## src/hw/rtl/bssc_pkg.sv

```systemverilog
// bssc_pkg: types and constants of the motor start-up / speed controller.
// Used by the top level and by its port checker; depends on nothing.
package bssc_pkg;

	// configuration register indexes
	localparam logic [2:0] REG_PROP_GAIN     = 3'd0;
	localparam logic [2:0] REG_INTEG_GAIN    = 3'd1;
	localparam logic [2:0] REG_CURRENT_LIMIT = 3'd2;
	localparam logic [2:0] REG_ALIGN_CURRENT = 3'd3;
	localparam logic [2:0] REG_ALIGN_STEP    = 3'd4;
	localparam logic [2:0] REG_HOLD_TICKS    = 3'd5;
	localparam logic [2:0] REG_SPEED_SLEW    = 3'd6;
	localparam logic [2:0] REG_OFFSET_COUNT  = 3'd7;

	localparam int unsigned CFG_DATA_W = 18;

	// reset values of the registers
	localparam logic [15:0] RST_PROP_GAIN     = 16'd16777;
	localparam logic [15:0] RST_INTEG_GAIN    = 16'd8389;
	localparam logic [17:0] RST_CURRENT_LIMIT = 18'd196608;
	localparam logic [17:0] RST_ALIGN_CURRENT = 18'd117965;
	localparam logic [15:0] RST_ALIGN_STEP    = 16'd922;
	localparam logic [7:0]  RST_HOLD_TICKS    = 8'd128;
	localparam logic [15:0] RST_SPEED_SLEW    = 16'd128;
	localparam logic [15:0] RST_OFFSET_COUNT  = 16'd1024;

	localparam logic [17:0] D_MAX    = 18'h3FFFF;
	localparam logic [8:0]  HOLD_MAX = 9'h1FF;

	// phase codes as shown on drive_phase
	localparam logic [3:0] CODE_STANDBY = 4'd0;
	localparam logic [3:0] CODE_CALIB   = 4'd1;
	localparam logic [3:0] CODE_RAMP1   = 4'd2;
	localparam logic [3:0] CODE_HOLD1   = 4'd3;
	localparam logic [3:0] CODE_RAMP2   = 4'd4;
	localparam logic [3:0] CODE_HOLD2   = 4'd5;
	localparam logic [3:0] CODE_WAIT    = 4'd6;
	localparam logic [3:0] CODE_DRIVE   = 4'd7;
	localparam logic [3:0] CODE_BRAKE   = 4'd8;

	typedef enum logic [8:0] {
		PH_STANDBY = 9'b000000001,
		PH_CALIB   = 9'b000000010,
		PH_RAMP1   = 9'b000000100,
		PH_HOLD1   = 9'b000001000,
		PH_RAMP2   = 9'b000010000,
		PH_HOLD2   = 9'b000100000,
		PH_WAIT    = 9'b001000000,
		PH_DRIVE   = 9'b010000000,
		PH_BRAKE   = 9'b100000000
	} phase_t;

	function automatic logic [3:0] phase_code(input phase_t ph);
		logic [3:0] c;
		case (ph)
			PH_CALIB: c = CODE_CALIB;
			PH_RAMP1: c = CODE_RAMP1;
			PH_HOLD1: c = CODE_HOLD1;
			PH_RAMP2: c = CODE_RAMP2;
			PH_HOLD2: c = CODE_HOLD2;
			PH_WAIT:  c = CODE_WAIT;
			PH_DRIVE: c = CODE_DRIVE;
			PH_BRAKE: c = CODE_BRAKE;
			default:  c = CODE_STANDBY;
		endcase
		return c;
	endfunction

endpackage

```

## src/hw/rtl/bldc_startup_speed_controller_unit.sv

```systemverilog
// BLDC start-up sequencer with saturating PI speed loop, one item per control tick.
// Depends on bssc_pkg (phase type, register indexes, reset values).
//
//  channel  | handshake            | payload
//  ---------+----------------------+-------------------------------------------
//  input    | in_valid / in_ready  | calib_count, start/stop_request, speeds
//  result   | out_valid/ out_ready | drive_phase, d/q current refs, speed ref,
//           |                      | peak_speed, three event pulses
//  config   | wr_en                | wr_index (3b), wr_data (18b), no read-back
//
// One item per clock sustained while out_ready stays high; a result is shown once
// its item has passed the input register and then the state/result registers.
// The critical path is slew, error, one 17x21 multiply, add and two clamps.
// Reset puts the sequencer in standby with all loop state cleared and the
// registers at their documented defaults.
// A stalled result holds; the input register still takes one more item.
module bldc_startup_speed_controller_unit
	import bssc_pkg::*;
(
	input  logic               clk,
	input  logic               arst_n,
	// configuration
	input  logic               wr_en,
	input  logic [2:0]         wr_index,
	input  logic [CFG_DATA_W-1:0] wr_data,
	// input items
	input  logic               in_valid,
	output logic               in_ready,
	input  logic [15:0]        calib_count,
	input  logic               start_request,
	input  logic               stop_request,
	input  logic signed [19:0] target_speed,
	input  logic signed [19:0] measured_speed,
	// result items
	output logic               out_valid,
	input  logic               out_ready,
	output logic [3:0]         drive_phase,
	output logic signed [18:0] d_current_ref,
	output logic signed [18:0] q_current_ref,
	output logic signed [19:0] speed_reference,
	output logic signed [19:0] peak_speed,
	output logic               pwm_reset_pulse,
	output logic               drive_enable_pulse,
	output logic               encoder_zero_pulse
);

	// ---------------- configuration registers ----------------
	logic [15:0] prop_gain_q, integ_gain_q, align_step_q, speed_slew_q, offset_count_q;
	logic [17:0] current_limit_q, align_current_q;
	logic [7:0]  hold_ticks_q;

	always_ff @(posedge clk or negedge arst_n) begin
		if (!arst_n) begin
			prop_gain_q     <= RST_PROP_GAIN;
			integ_gain_q    <= RST_INTEG_GAIN;
			current_limit_q <= RST_CURRENT_LIMIT;
			align_current_q <= RST_ALIGN_CURRENT;
			align_step_q    <= RST_ALIGN_STEP;
			hold_ticks_q    <= RST_HOLD_TICKS;
			speed_slew_q    <= RST_SPEED_SLEW;
			offset_count_q  <= RST_OFFSET_COUNT;
		end else if (wr_en) begin
			case (wr_index)
				REG_PROP_GAIN:     prop_gain_q     <= wr_data[15:0];
				REG_INTEG_GAIN:    integ_gain_q    <= wr_data[15:0];
				REG_CURRENT_LIMIT: current_limit_q <= wr_data[17:0];
				REG_ALIGN_CURRENT: align_current_q <= wr_data[17:0];
				REG_ALIGN_STEP:    align_step_q    <= wr_data[15:0];
				REG_HOLD_TICKS:    hold_ticks_q    <= wr_data[7:0];
				REG_SPEED_SLEW:    speed_slew_q    <= wr_data[15:0];
				REG_OFFSET_COUNT:  offset_count_q  <= wr_data[15:0];
				default: ;
			endcase
		end
	end

	// ---------------- handshake ----------------
	logic valid_s1, out_valid_q, adv;

	// the item in the input register moves on when the result slot is free
	assign adv      = valid_s1 && (!out_valid_q || out_ready);
	assign in_ready = !valid_s1 || adv;

	always_ff @(posedge clk or negedge arst_n) begin
		if (!arst_n) begin
			valid_s1    <= 1'b0;
			out_valid_q <= 1'b0;
		end else begin
			if (in_ready) valid_s1 <= in_valid;
			if (adv) out_valid_q <= 1'b1;
			else if (out_ready) out_valid_q <= 1'b0;
		end
	end

	// ---------------- input register ----------------
	logic [15:0]        calib_s1;
	logic               start_s1, stop_s1;
	logic signed [19:0] target_s1, meas_s1;

	always_ff @(posedge clk) begin
		if (in_valid && in_ready) begin
			calib_s1  <= calib_count;
			start_s1  <= start_request;
			stop_s1   <= stop_request;
			target_s1 <= target_speed;
			meas_s1   <= measured_speed;
		end
	end

	// ---------------- sequencer and loop state ----------------
	// These registers change only when an item advances, so they double
	// as the result payload while out_valid waits for out_ready.
	phase_t             phase_q, phase_nx;
	logic [17:0]        d_cur_q, d_cur_nx;
	logic signed [18:0] q_cur_q, q_cur_nx;
	logic signed [18:0] integ_q, integ_nx;
	logic signed [19:0] ref_q, ref_nx;
	logic signed [19:0] peak_q, peak_nx;
	logic [8:0]         hold_q, hold_nx;
	logic [1:0]         wait_q, wait_nx;
	logic               pwm_q, en_q, enc_q;
	logic               pwm_nx, en_nx, enc_nx;

	// saturate to +/- limit (limit is at most 18 bits)
	function automatic logic signed [18:0] clamp_lim(input logic signed [22:0] v,
			input logic [17:0] lim);
		logic signed [22:0] l;
		l = $signed({5'd0, lim});
		if (v > l) return l[18:0];
		if (v < -l) return -l[18:0];
		return v[18:0];
	endfunction

	// reference slew for drive and brake
	logic signed [21:0] ref_w, slew_w, tgt_w, up_w, dn_w, drive_ref_w, brake_ref_w;
	logic signed [19:0] pi_ref;

	always_comb begin
		ref_w  = 22'(ref_q);
		slew_w = $signed({6'd0, speed_slew_q});
		tgt_w  = 22'(target_s1);
		up_w   = ref_w + slew_w;
		dn_w   = ref_w - slew_w;
		if (tgt_w > ref_w)      drive_ref_w = (up_w > tgt_w) ? tgt_w : up_w;
		else if (tgt_w < ref_w) drive_ref_w = (dn_w < tgt_w) ? tgt_w : dn_w;
		else                    drive_ref_w = ref_w;
		// brake never goes below zero, a negative reference clamps at once
		brake_ref_w = dn_w[21] ? 22'sd0 : dn_w;
		pi_ref = (phase_q == PH_BRAKE) ? brake_ref_w[19:0] : drive_ref_w[19:0];
	end

	// PI: gain*error in Q.32, round half up, back to Q.16
	logic signed [20:0] err;
	logic signed [37:0] p_prod, i_prod;
	logic signed [21:0] p_term, i_inc;
	logic signed [22:0] i_sum, pq_sum;
	logic signed [18:0] integ_pi, q_pi;

	always_comb begin
		err      = 21'(pi_ref) - 21'(meas_s1);
		p_prod   = 38'($signed({1'b0, prop_gain_q})) * 38'(err) + 38'sd32768;
		i_prod   = 38'($signed({1'b0, integ_gain_q})) * 38'(err) + 38'sd32768;
		p_term   = p_prod[37:16];
		i_inc    = i_prod[37:16];
		i_sum    = 23'(integ_q) + 23'(i_inc);
		integ_pi = clamp_lim(i_sum, current_limit_q);
		pq_sum   = 23'(p_term) + 23'(integ_pi);
		q_pi     = clamp_lim(pq_sum, current_limit_q);
	end

	// alignment ramp and hold
	logic        ramp_end, hold_end;
	logic [18:0] d_add;
	logic [17:0] d_step;
	logic [8:0]  hold_inc;

	always_comb begin
		ramp_end = (d_cur_q > align_current_q) || (d_cur_q == D_MAX);
		d_add    = {1'b0, d_cur_q} + {3'd0, align_step_q};
		d_step   = d_add[18] ? D_MAX : d_add[17:0];
		hold_end = hold_q > {1'b0, hold_ticks_q};
		hold_inc = (hold_q == HOLD_MAX) ? hold_q : hold_q + 9'd1;
	end

	always_comb begin
		phase_nx = phase_q;
		d_cur_nx = d_cur_q;
		q_cur_nx = q_cur_q;
		integ_nx = integ_q;
		ref_nx   = ref_q;
		peak_nx  = peak_q;
		hold_nx  = hold_q;
		wait_nx  = wait_q;
		pwm_nx   = 1'b0;
		en_nx    = 1'b0;
		enc_nx   = 1'b0;
		case (phase_q)
			PH_CALIB: begin
				if (calib_s1 >= offset_count_q && start_s1) begin
					phase_nx = PH_RAMP1;
					en_nx    = 1'b1;
				end
			end
			PH_RAMP1, PH_RAMP2: begin
				if (ramp_end) begin
					hold_nx  = '0;
					phase_nx = (phase_q == PH_RAMP1) ? PH_HOLD1 : PH_HOLD2;
				end else begin
					d_cur_nx = d_step;
				end
			end
			PH_HOLD1: begin
				if (hold_end) begin
					enc_nx   = 1'b1;
					d_cur_nx = '0;
					phase_nx = PH_RAMP2;
				end else begin
					hold_nx = hold_inc;
				end
			end
			PH_HOLD2: begin
				if (hold_end) begin
					d_cur_nx = '0;
					ref_nx   = '0;
					wait_nx  = '0;
					phase_nx = PH_WAIT;
				end else begin
					hold_nx = hold_inc;
				end
			end
			PH_WAIT: begin
				if (wait_q > 2'd1) phase_nx = PH_DRIVE;
				if (wait_q != 2'd3) wait_nx = wait_q + 2'd1;
			end
			PH_DRIVE: begin
				ref_nx   = pi_ref;
				if (peak_q < meas_s1) peak_nx = meas_s1;
				integ_nx = integ_pi;
				q_cur_nx = q_pi;
				if (stop_s1) phase_nx = PH_BRAKE;
			end
			PH_BRAKE: begin
				ref_nx   = pi_ref;
				integ_nx = integ_pi;
				q_cur_nx = q_pi;
				// start wins over stop here and restarts the slew from zero
				if (start_s1) begin
					ref_nx   = '0;
					phase_nx = PH_DRIVE;
				end
			end
			default: begin
				// standby: clear loop state, reset PWM; ref is left alone
				d_cur_nx = '0;
				q_cur_nx = '0;
				integ_nx = '0;
				peak_nx  = '0;
				pwm_nx   = 1'b1;
				phase_nx = PH_CALIB;
			end
		endcase
	end

	always_ff @(posedge clk or negedge arst_n) begin
		if (!arst_n) begin
			phase_q <= PH_STANDBY;
			d_cur_q <= '0;
			q_cur_q <= '0;
			integ_q <= '0;
			ref_q   <= '0;
			peak_q  <= '0;
			hold_q  <= '0;
			wait_q  <= '0;
		end else if (adv) begin
			phase_q <= phase_nx;
			d_cur_q <= d_cur_nx;
			q_cur_q <= q_cur_nx;
			integ_q <= integ_nx;
			ref_q   <= ref_nx;
			peak_q  <= peak_nx;
			hold_q  <= hold_nx;
			wait_q  <= wait_nx;
		end
	end

	// event pulses belong to the result item only
	always_ff @(posedge clk) begin
		if (adv) begin
			pwm_q <= pwm_nx;
			en_q  <= en_nx;
			enc_q <= enc_nx;
		end
	end

	// ---------------- result ----------------
	assign out_valid          = out_valid_q;
	assign drive_phase        = phase_code(phase_q);
	assign d_current_ref      = $signed({1'b0, d_cur_q});
	assign q_current_ref      = q_cur_q;
	assign speed_reference    = ref_q;
	assign peak_speed         = peak_q;
	assign pwm_reset_pulse    = pwm_q;
	assign drive_enable_pulse = en_q;
	assign encoder_zero_pulse = enc_q;

endmodule

```

## config.mk

```make
export PLATFORM = sky130hd
export DESIGN_NAME = bldc_startup_speed_controller_unit
export DESIGN_NICKNAME = d
export VERILOG_FILES = /design/src/hw/rtl/bssc_pkg.sv /design/src/hw/rtl/bldc_startup_speed_controller_unit.sv
export SDC_FILE = /design/constraint.sdc
export NUM_CORES = 2
export LEC_CHECK = 0
export BUFFER_PORTS_ARGS = -buffer_cell sky130_fd_sc_hd__clkbuf_2
export CAP_MARGIN = 20
export CORE_ASPECT_RATIO = 0.5
export CORE_MARGIN = 1
export CORE_UTILIZATION = 60
export CTS_BUF_LIST = sky130_fd_sc_hd__clkbuf_2
export DETAILED_ROUTE_END_ITERATION = 8
export PLACE_DENSITY = 0.78
export SLEW_MARGIN = 0
export SYNTH_ARGS = -nofsm -noshare
export SYNTH_HDL_FRONTEND = slang
export SYNTH_SLANG_ARGS = --single-unit
```

## constraint.sdc

```tcl
create_clock -name clk -period 21.1 [get_ports clk]
set_input_delay 1.055 -clock clk [delete_from_list [all_inputs] [get_ports clk]]
set_output_delay 1.055 -clock clk [all_outputs]
set_load 0.005 [all_outputs]
```

Yosys cells after proc, flatten, opt, wreduce, memory -nomap -nowiden
Cells that the tools add are included.

word-level totals
  register bits = 303
  input port bits = 84
  output and inout port bits = 87
  logic and storage cells = 175

cells by class
  $add $sub $neg = 12
  multipliers = 2
  magnitude comparators = 13
  eq/ne operators = 31
  mux-type cells = 53
  bitwise logic cells = 3
  reductions and logical operators = 35

operators by type and width
  kind                                            number
  2-to-1 mux 20 bit                               9
  2-to-1 mux 19 bit                               8
  2-to-1 mux 9 bit                                10
  adder 38 x 17 -> 38 bit, second input constant  2
  multiplier 17 x 21 -> 38 bit                    2
  one-hot mux 19 bit (2 select lines)             2
  one-hot mux 9 bit (7 select lines)              1
  one-hot mux 20 bit (3 select lines)             1
  2-to-1 mux 18 bit                               3
  one-hot mux 18 bit (3 select lines)             1
  greater-than comparator 23 x 19 -> 1 bit        2
  less-than comparator 23 bit                     2
  less-than comparator 20 bit                     2
  one-hot mux 20 bit (2 select lines)             1
  one-hot mux 4 bit (8 select lines)              1
  inequality test 2 bit, second input constant    13
  adder 19 x 22 -> 23 bit                         1
  adder 22 x 19 -> 23 bit                         1
  negator 18 -> 23 bit                            1
  adder 20 x 17 -> 21 bit                         1
  greater-than comparator 21 x 20 -> 1 bit        1
  less-than comparator 21 x 20 -> 1 bit           1
  subtractor 20 x 17 -> 21 bit                    1
  subtractor 20 x 20 -> 21 bit                    1
  other kinds (44)                                81

Depth between registers and ports, before layout
  word-level depth = 22
  gate-level depth with buffers = 98
  gate-level depth less buffers = 94

Worst setup path after synthesis
No wires, ideal clock.

  kind = flip-flop to flip-flop
  start = register ref_q[0] (netlist: speed_reference[0])
  end = register q_cur_q[7] (netlist: q_current_ref[7])
  setup time = 121 ps
  arrival = 19,345 ps
  data required time = 20,979 ps
  setup slack = 1,634 ps
  stages on the path, launching flop included = 94
  path buffers = 4
  clock period less this slack = 19,466 ps
  cells stage by stage = dfrtp_1 ha_1 inv_1 fa_1 or2_2 a221oi_1 o211ai_1 a211oi_1 o31ai_1 a211oi_1 xnor2_1 ha_1 nand4_1 nor3_1 nand2_1 o311ai_0 mux2i_1 clkbuf_1 (+58 left out) inv_1 fa_1 nand2b_1 a21oi_1 o221ai_1 o211a_1 o21a_1 a211oi_1 o31a_1 inv_1 ha_1 nand4_1 o32ai_1 clkbuf_1 nor2_1 a21oi_1 mux2i_1 a22o_1

on the way
  word-level cells in the longest chain between the ends = 22
  elaborated cells on any way between the ends = 36
  those cells by class = 7 x add/sub; 2 x mul; 8 x order compare; 19 x mux

ends and longest elaborated chain
  what                                     line                                       RTL
  from (decl)                              bldc_startup_speed_controller_unit.sv:117  logic signed [19:0] ref_q, ref_nx;
  from (signal assigned)                   bldc_startup_speed_controller_unit.sv:279  ref_q <= ref_nx;
  subtractor 20 x 17 -> 21 bit             bldc_startup_speed_controller_unit.sv:143  dn_w = ref_w - slew_w;
  less-than comparator 21 x 20 -> 1 bit    bldc_startup_speed_controller_unit.sv:145  else if (tgt_w < ref_w) drive_ref_w = (dn_w < tgt_w) ? tgt_w : dn_w;
  2-to-1 mux 20 bit (2 in a row)           bldc_startup_speed_controller_unit.sv:145
  2-to-1 mux 20 bit                        bldc_startup_speed_controller_unit.sv:144  if (tgt_w > ref_w) drive_ref_w = (up_w > tgt_w) ? tgt_w : up_w;
  2-to-1 mux 20 bit (*)                    bldc_startup_speed_controller_unit.sv:149  pi_ref = (phase_q == PH_BRAKE) ? brake_ref_w[19:0] : drive_ref_w[19:0];
  subtractor 20 x 20 -> 21 bit (*)         bldc_startup_speed_controller_unit.sv:160  err = 21'(pi_ref) - 21'(meas_s1);
  multiplier 17 x 21 -> 38 bit             bldc_startup_speed_controller_unit.sv:162  i_prod = 38'($signed({1'b0, integ_gain_q})) * 38'(err) + 38'sd32768;
  adder 38 x 17 -> 38 bit                  bldc_startup_speed_controller_unit.sv:162
  (+4 left out)                            -
  2-to-1 mux 19 bit                        bldc_startup_speed_controller_unit.sv:131  return v[18:0];
  2-to-1 mux 19 bit                        bldc_startup_speed_controller_unit.sv:130  if (v < -l) return -l[18:0];
  adder 22 x 19 -> 23 bit (*)              bldc_startup_speed_controller_unit.sv:167  pq_sum = 23'(p_term) + 23'(integ_pi);
  less-than comparator 23 bit              bldc_startup_speed_controller_unit.sv:130
  2-to-1 mux 1 bit (2 in a row)            bldc_startup_speed_controller_unit.sv:130
  2-to-1 mux 19 bit                        bldc_startup_speed_controller_unit.sv:131
  2-to-1 mux 19 bit (*)                    bldc_startup_speed_controller_unit.sv:130
  one-hot mux 19 bit (2 select lines) (*)  bldc_startup_speed_controller_unit.sv:197  case (phase_q)
  to (signal assigned)                     bldc_startup_speed_controller_unit.sv:277  q_cur_q <= q_cur_nx;
  to (decl)                                bldc_startup_speed_controller_unit.sv:115  logic signed [18:0] q_cur_q, q_cur_nx;

Every way passes the cells marked *; elsewhere a longest branch is shown, timed or not. The select of a mux whose other input is x is not followed.
A chain may end at the register's enable or synchronous reset.

Final worst setup path
  start = register ref_q[0] (netlist: speed_reference[0])
  end = register q_cur_q[2] (netlist: q_current_ref[2])

Same word-level chain as after synthesis.

==> key figures <==
Logic synthesis
  • Post-synth top area share: a little over a quarter
  • Net Count, Synth: roughly 6600
  • Top_reg_cell synth: dfrtp_1
  • Cells after synthesis: 5308
  • EDFF count, synth: 61
  • Yosys warning count: 0
  • Netlist cell types: roughly 100
  • Mean post-synth cell area: between 9 and 10 um^2
  • Synth area leader: fa_1
  • Async set or reset register ratio after synthesis: between 70 and 80%
  • Synthesis-stage register bit count: between 300 and 400
  • Seq/Total Area, Yosys: between 15 and 20%
  • Largest cells by area after synthesis: fa_1 (27%), ha_1 (14%), dfrtp_1 (11%)
  • Post-Syn Area: between 0.04 and 0.05 mm^2

Place
  • DP Area: approximately 0.05 mm^2
  • Pre-CTS setup slack: -0.5078 ns
  • Placed cells: ~6500
  • IO buf count: approximately 170
  • Final Wtd Congestion: between 1 and 1.5
  • DP HPWL: 114.5 mm

Flow run
  • Max-cap violations: 0

STA
  • Setup ws final: just over 0.6 ns
  • Max Freq: just under 50 MHz
  • Worst slew pin tran: around 1.1 ns
  • Final hold violations: 0
  • Minimum clock period: 20.48 ns
  • # setup viols final: 0
  • Fin crit share: a little over nine tenths
  • Slew Limit Fails: 0
  • Worst rel slew slack: 26.92%
  • Clock Skew: between 0.1 and 0.15 ns

Finish
  • Commonest non-fill, non-tap cell in the layout: inv_1
  • P&R area growth vs syn: 9.352%
  • Commonest non-fill, non-tap cells in the layout: inv_1 (1004), fa_1 (662), ha_1 (530), nand2_1 (468), and2_1 (374)
  • Non-filler cells, final: ~6700
  • Final instance area: roughly 0.053 mm^2
  • Share of cells above drive strength 1: approximately 14%
  • Final core occ: between 60% and 70%
  • Nets: between 6000 and 7000

Global route
  • Total gr overflow: 0
  • Vias in the first global route: about 41000
  • Largest net degree at the start of global routing: roughly 110
  • Initial antenna violation count: 9
  • First-pass GRT wire length: roughly 230 mm
  • Total GRT Usage: ~36%

Floorplan
  • Die area: roughly 0.082 mm^2
  • Starting Density: 60.92%
  • Chip Height: 203.3 um
  • Row cnt: 73
  • I/O pins: 171
  • Die X: 404.6 um
  • Core Area: roughly 0.08 mm^2

Route
  • Iteration-0 DRC Markers: ~3600
  • TritonRoute pass-1 iters: 6
  • Number of remaining DRC errors: 0
  • Vias per cell: 5.943
  • Routed Antenna Nets: 0
  • Final WL: approximately 150 mm
  • DR vias: about 40000
  • Wire per inst: roughly 22 um

Worst setup path
  • Reg2reg path depth: between 90 and 100
  • Startpoint types: flip-flop
  • WS Path Type: flip-flop to flip-flop
  • Critical Path RT: about 22 ns
  • CP endpoint kind: flip-flop
  • Crit Path Max Fanout: 14
  • Reg2reg end: q_current_ref[2]
  • Worst EP arrival: 21.43 ns
  • Reg2Reg Setup Slack: roughly 0.62 ns
  • CP Capture Point: q_current_ref[2]
  • Slowest-stage cell, CP: fa_1
  • FF-to-FF Start: speed_reference[0]
  • Setup crit start: speed_reference[0]
  • Critical path's largest stage delay: about 0.53 ns

Clock network
  • CTS Buffer Depth: 3
  • CTS tree: built
  • Root buffer cell: clkbuf_2
  • Worst-path clk slew: around 0.12 ns
  • Clock Sinks: 303
  • Clock insertion delay at the later pin of the skew report: 1.12 ns
  • Cts bufs inserted: 80
  • H-tree lvl count: 3

Status
  • Status: complete, no violations

Hold path
  • HP Class: input pin to flip-flop
-- flip-flops by register name (all words and copies together) (netlist names), 2 cells and up --
| register | cells |
|---|---|
| speed_slew_q | 16 |
| d_cur_q | 18 |
| current_limit_q | 18 |
| hold_q | 9 |
| hold_ticks_q | 8 |
| align_current_q | 18 |
| meas_s1 | 20 |
| target_s1 | 20 |
| peak_speed | 20 |
| offset_count_q | 16 |
| speed_reference | 20 |
| phase_q | 9 |
| prop_gain_q | 16 |
| calib_s1 | 16 |
| q_current_ref | 19 |
| align_step_q | 16 |
| integ_q | 19 |
| wait_q | 2 |
| integ_gain_q | 16 |
-- synth_stat cells (all sizes together) (11+ instances only) --
cell / n
nor2b: 63
nand4: 40
o21ai: 181
nand3: 65
nor3: 66
buf: 19
dfrtp: 210
fa: 665
o21a: 34
a211oi: 34
and2: 377
o211ai: 36
a211o: 11
nand2b: 48
ha: 546
a31oi: 19
dfstp: 32
nor2: 201
xor2: 46
a22o: 57
o21bai: 16
inv: 1004
clkbuf: 189
or3: 14
mux2: 123
nor4: 13
edfxtp: 61
xnor2: 132
mux2i: 41
and3: 33
nor3b: 11
a21oi: 205
a21o: 76
o31ai: 20
nand2: 470
-- cells by family after synthesis --
| kind of cell | Yosys count | synth area share, % |
|---|---|---|
| DFF | 303 | 16.30 |
| AOI/OAI and AO/OA | 800 | 10.94 |
| adders and majority gates | 1214 | 41.49 |
| and+or+nand+nor | 1434 | 14.84 |
| buffers and inverters | 1214 | 9.476 |
| xor gates and xnor gates | 178 | 3.206 |
| other | 1 | 0.007711 |
| muxes | 164 | 3.738 |
-- metal layers --
layer / wire (um) / track usage, % / share of wire [%]
met4: 4679 / 12.22 / 3.2
met2: 66110 / 56.86 / 46
met1: 60770 / 50.43 / 42
met3: 13540 / 6.250 / 9.3
met5: 47 / 0 / 0.032
-- worst min path at each step --
| stage | from | end | slack, ns | depth (start not counted) |
|---|---|---|---|---|
| 6_report | target_speed[10] | target_s1[10] | 0.11 | 1 |
| 5_1_grt | target_speed[6] | target_s1[6] | 0.03 | 1 |
| 4_1_cts | target_speed[6] | target_s1[6] | 0.0004 | 1 |
| 3_5_place_dp | valid_s1 | out_valid | 0.48 | 1 |
| 3_3_place_gp | valid_s1 | out_valid | 0.47 | 1 |
| 2_1_floorplan | valid_s1 | out_valid | 0.45 | 1 |
-- critical path: cells and delay by family (launching register included) --
family | cells | cell delay (ns)
AND/OR/NAND/NOR | 20 | 3.37
flip-flops | 1 | 0.42
multiplexers | 3 | 0.74
XOR/XNOR | 4 | 0.60
buffers and inverters | 15 | 1.80
AO/OA/AOI/OAI | 36 | 7.10
adder cells (fa/ha/maj) | 16 | 6.22
-- metrics by stage --
step | hold WS (ns) | setup TNS [ns]
2_1_floorplan | 0.4501 | 0
3_3_place_gp | 0.4654 | -0.01996
3_5_place_dp | 0.4806 | -8.299
4_1_cts | 0.0004009 | 0
5_1_grt | 0.03177 | -4.582
6_report | 0.1078 | 0
-- cell type report --
cell class,count,area (um^2)
well taps,1087,1360
flip-flops and latches,303,7929
multi-input cells,3791,36940
clock buffers,120,600.6
diodes,2,5.005
fillers,6493,26650
clock inverters,26,157.7
repair buffers,355,2415
inverters,1006,3776
-- what timing repair did --
| item | 4_1_cts | 5_1_grt |
|---|---|---|
| setup endpoints to repair | 19 | 19 |
| hold buffers | 3 | 0 |
| gates resized for setup | 17 | 119 |
| setup buffers | 0 | 38 |
| endpoints found under the hold margin | 56 | 0 |
| cloned | 0 | 3 |
| pin swaps | 1 | 51 |
Power is not shown: default switching activity piles up to over one toggle a cycle in this logic, so the estimate is an artifact.
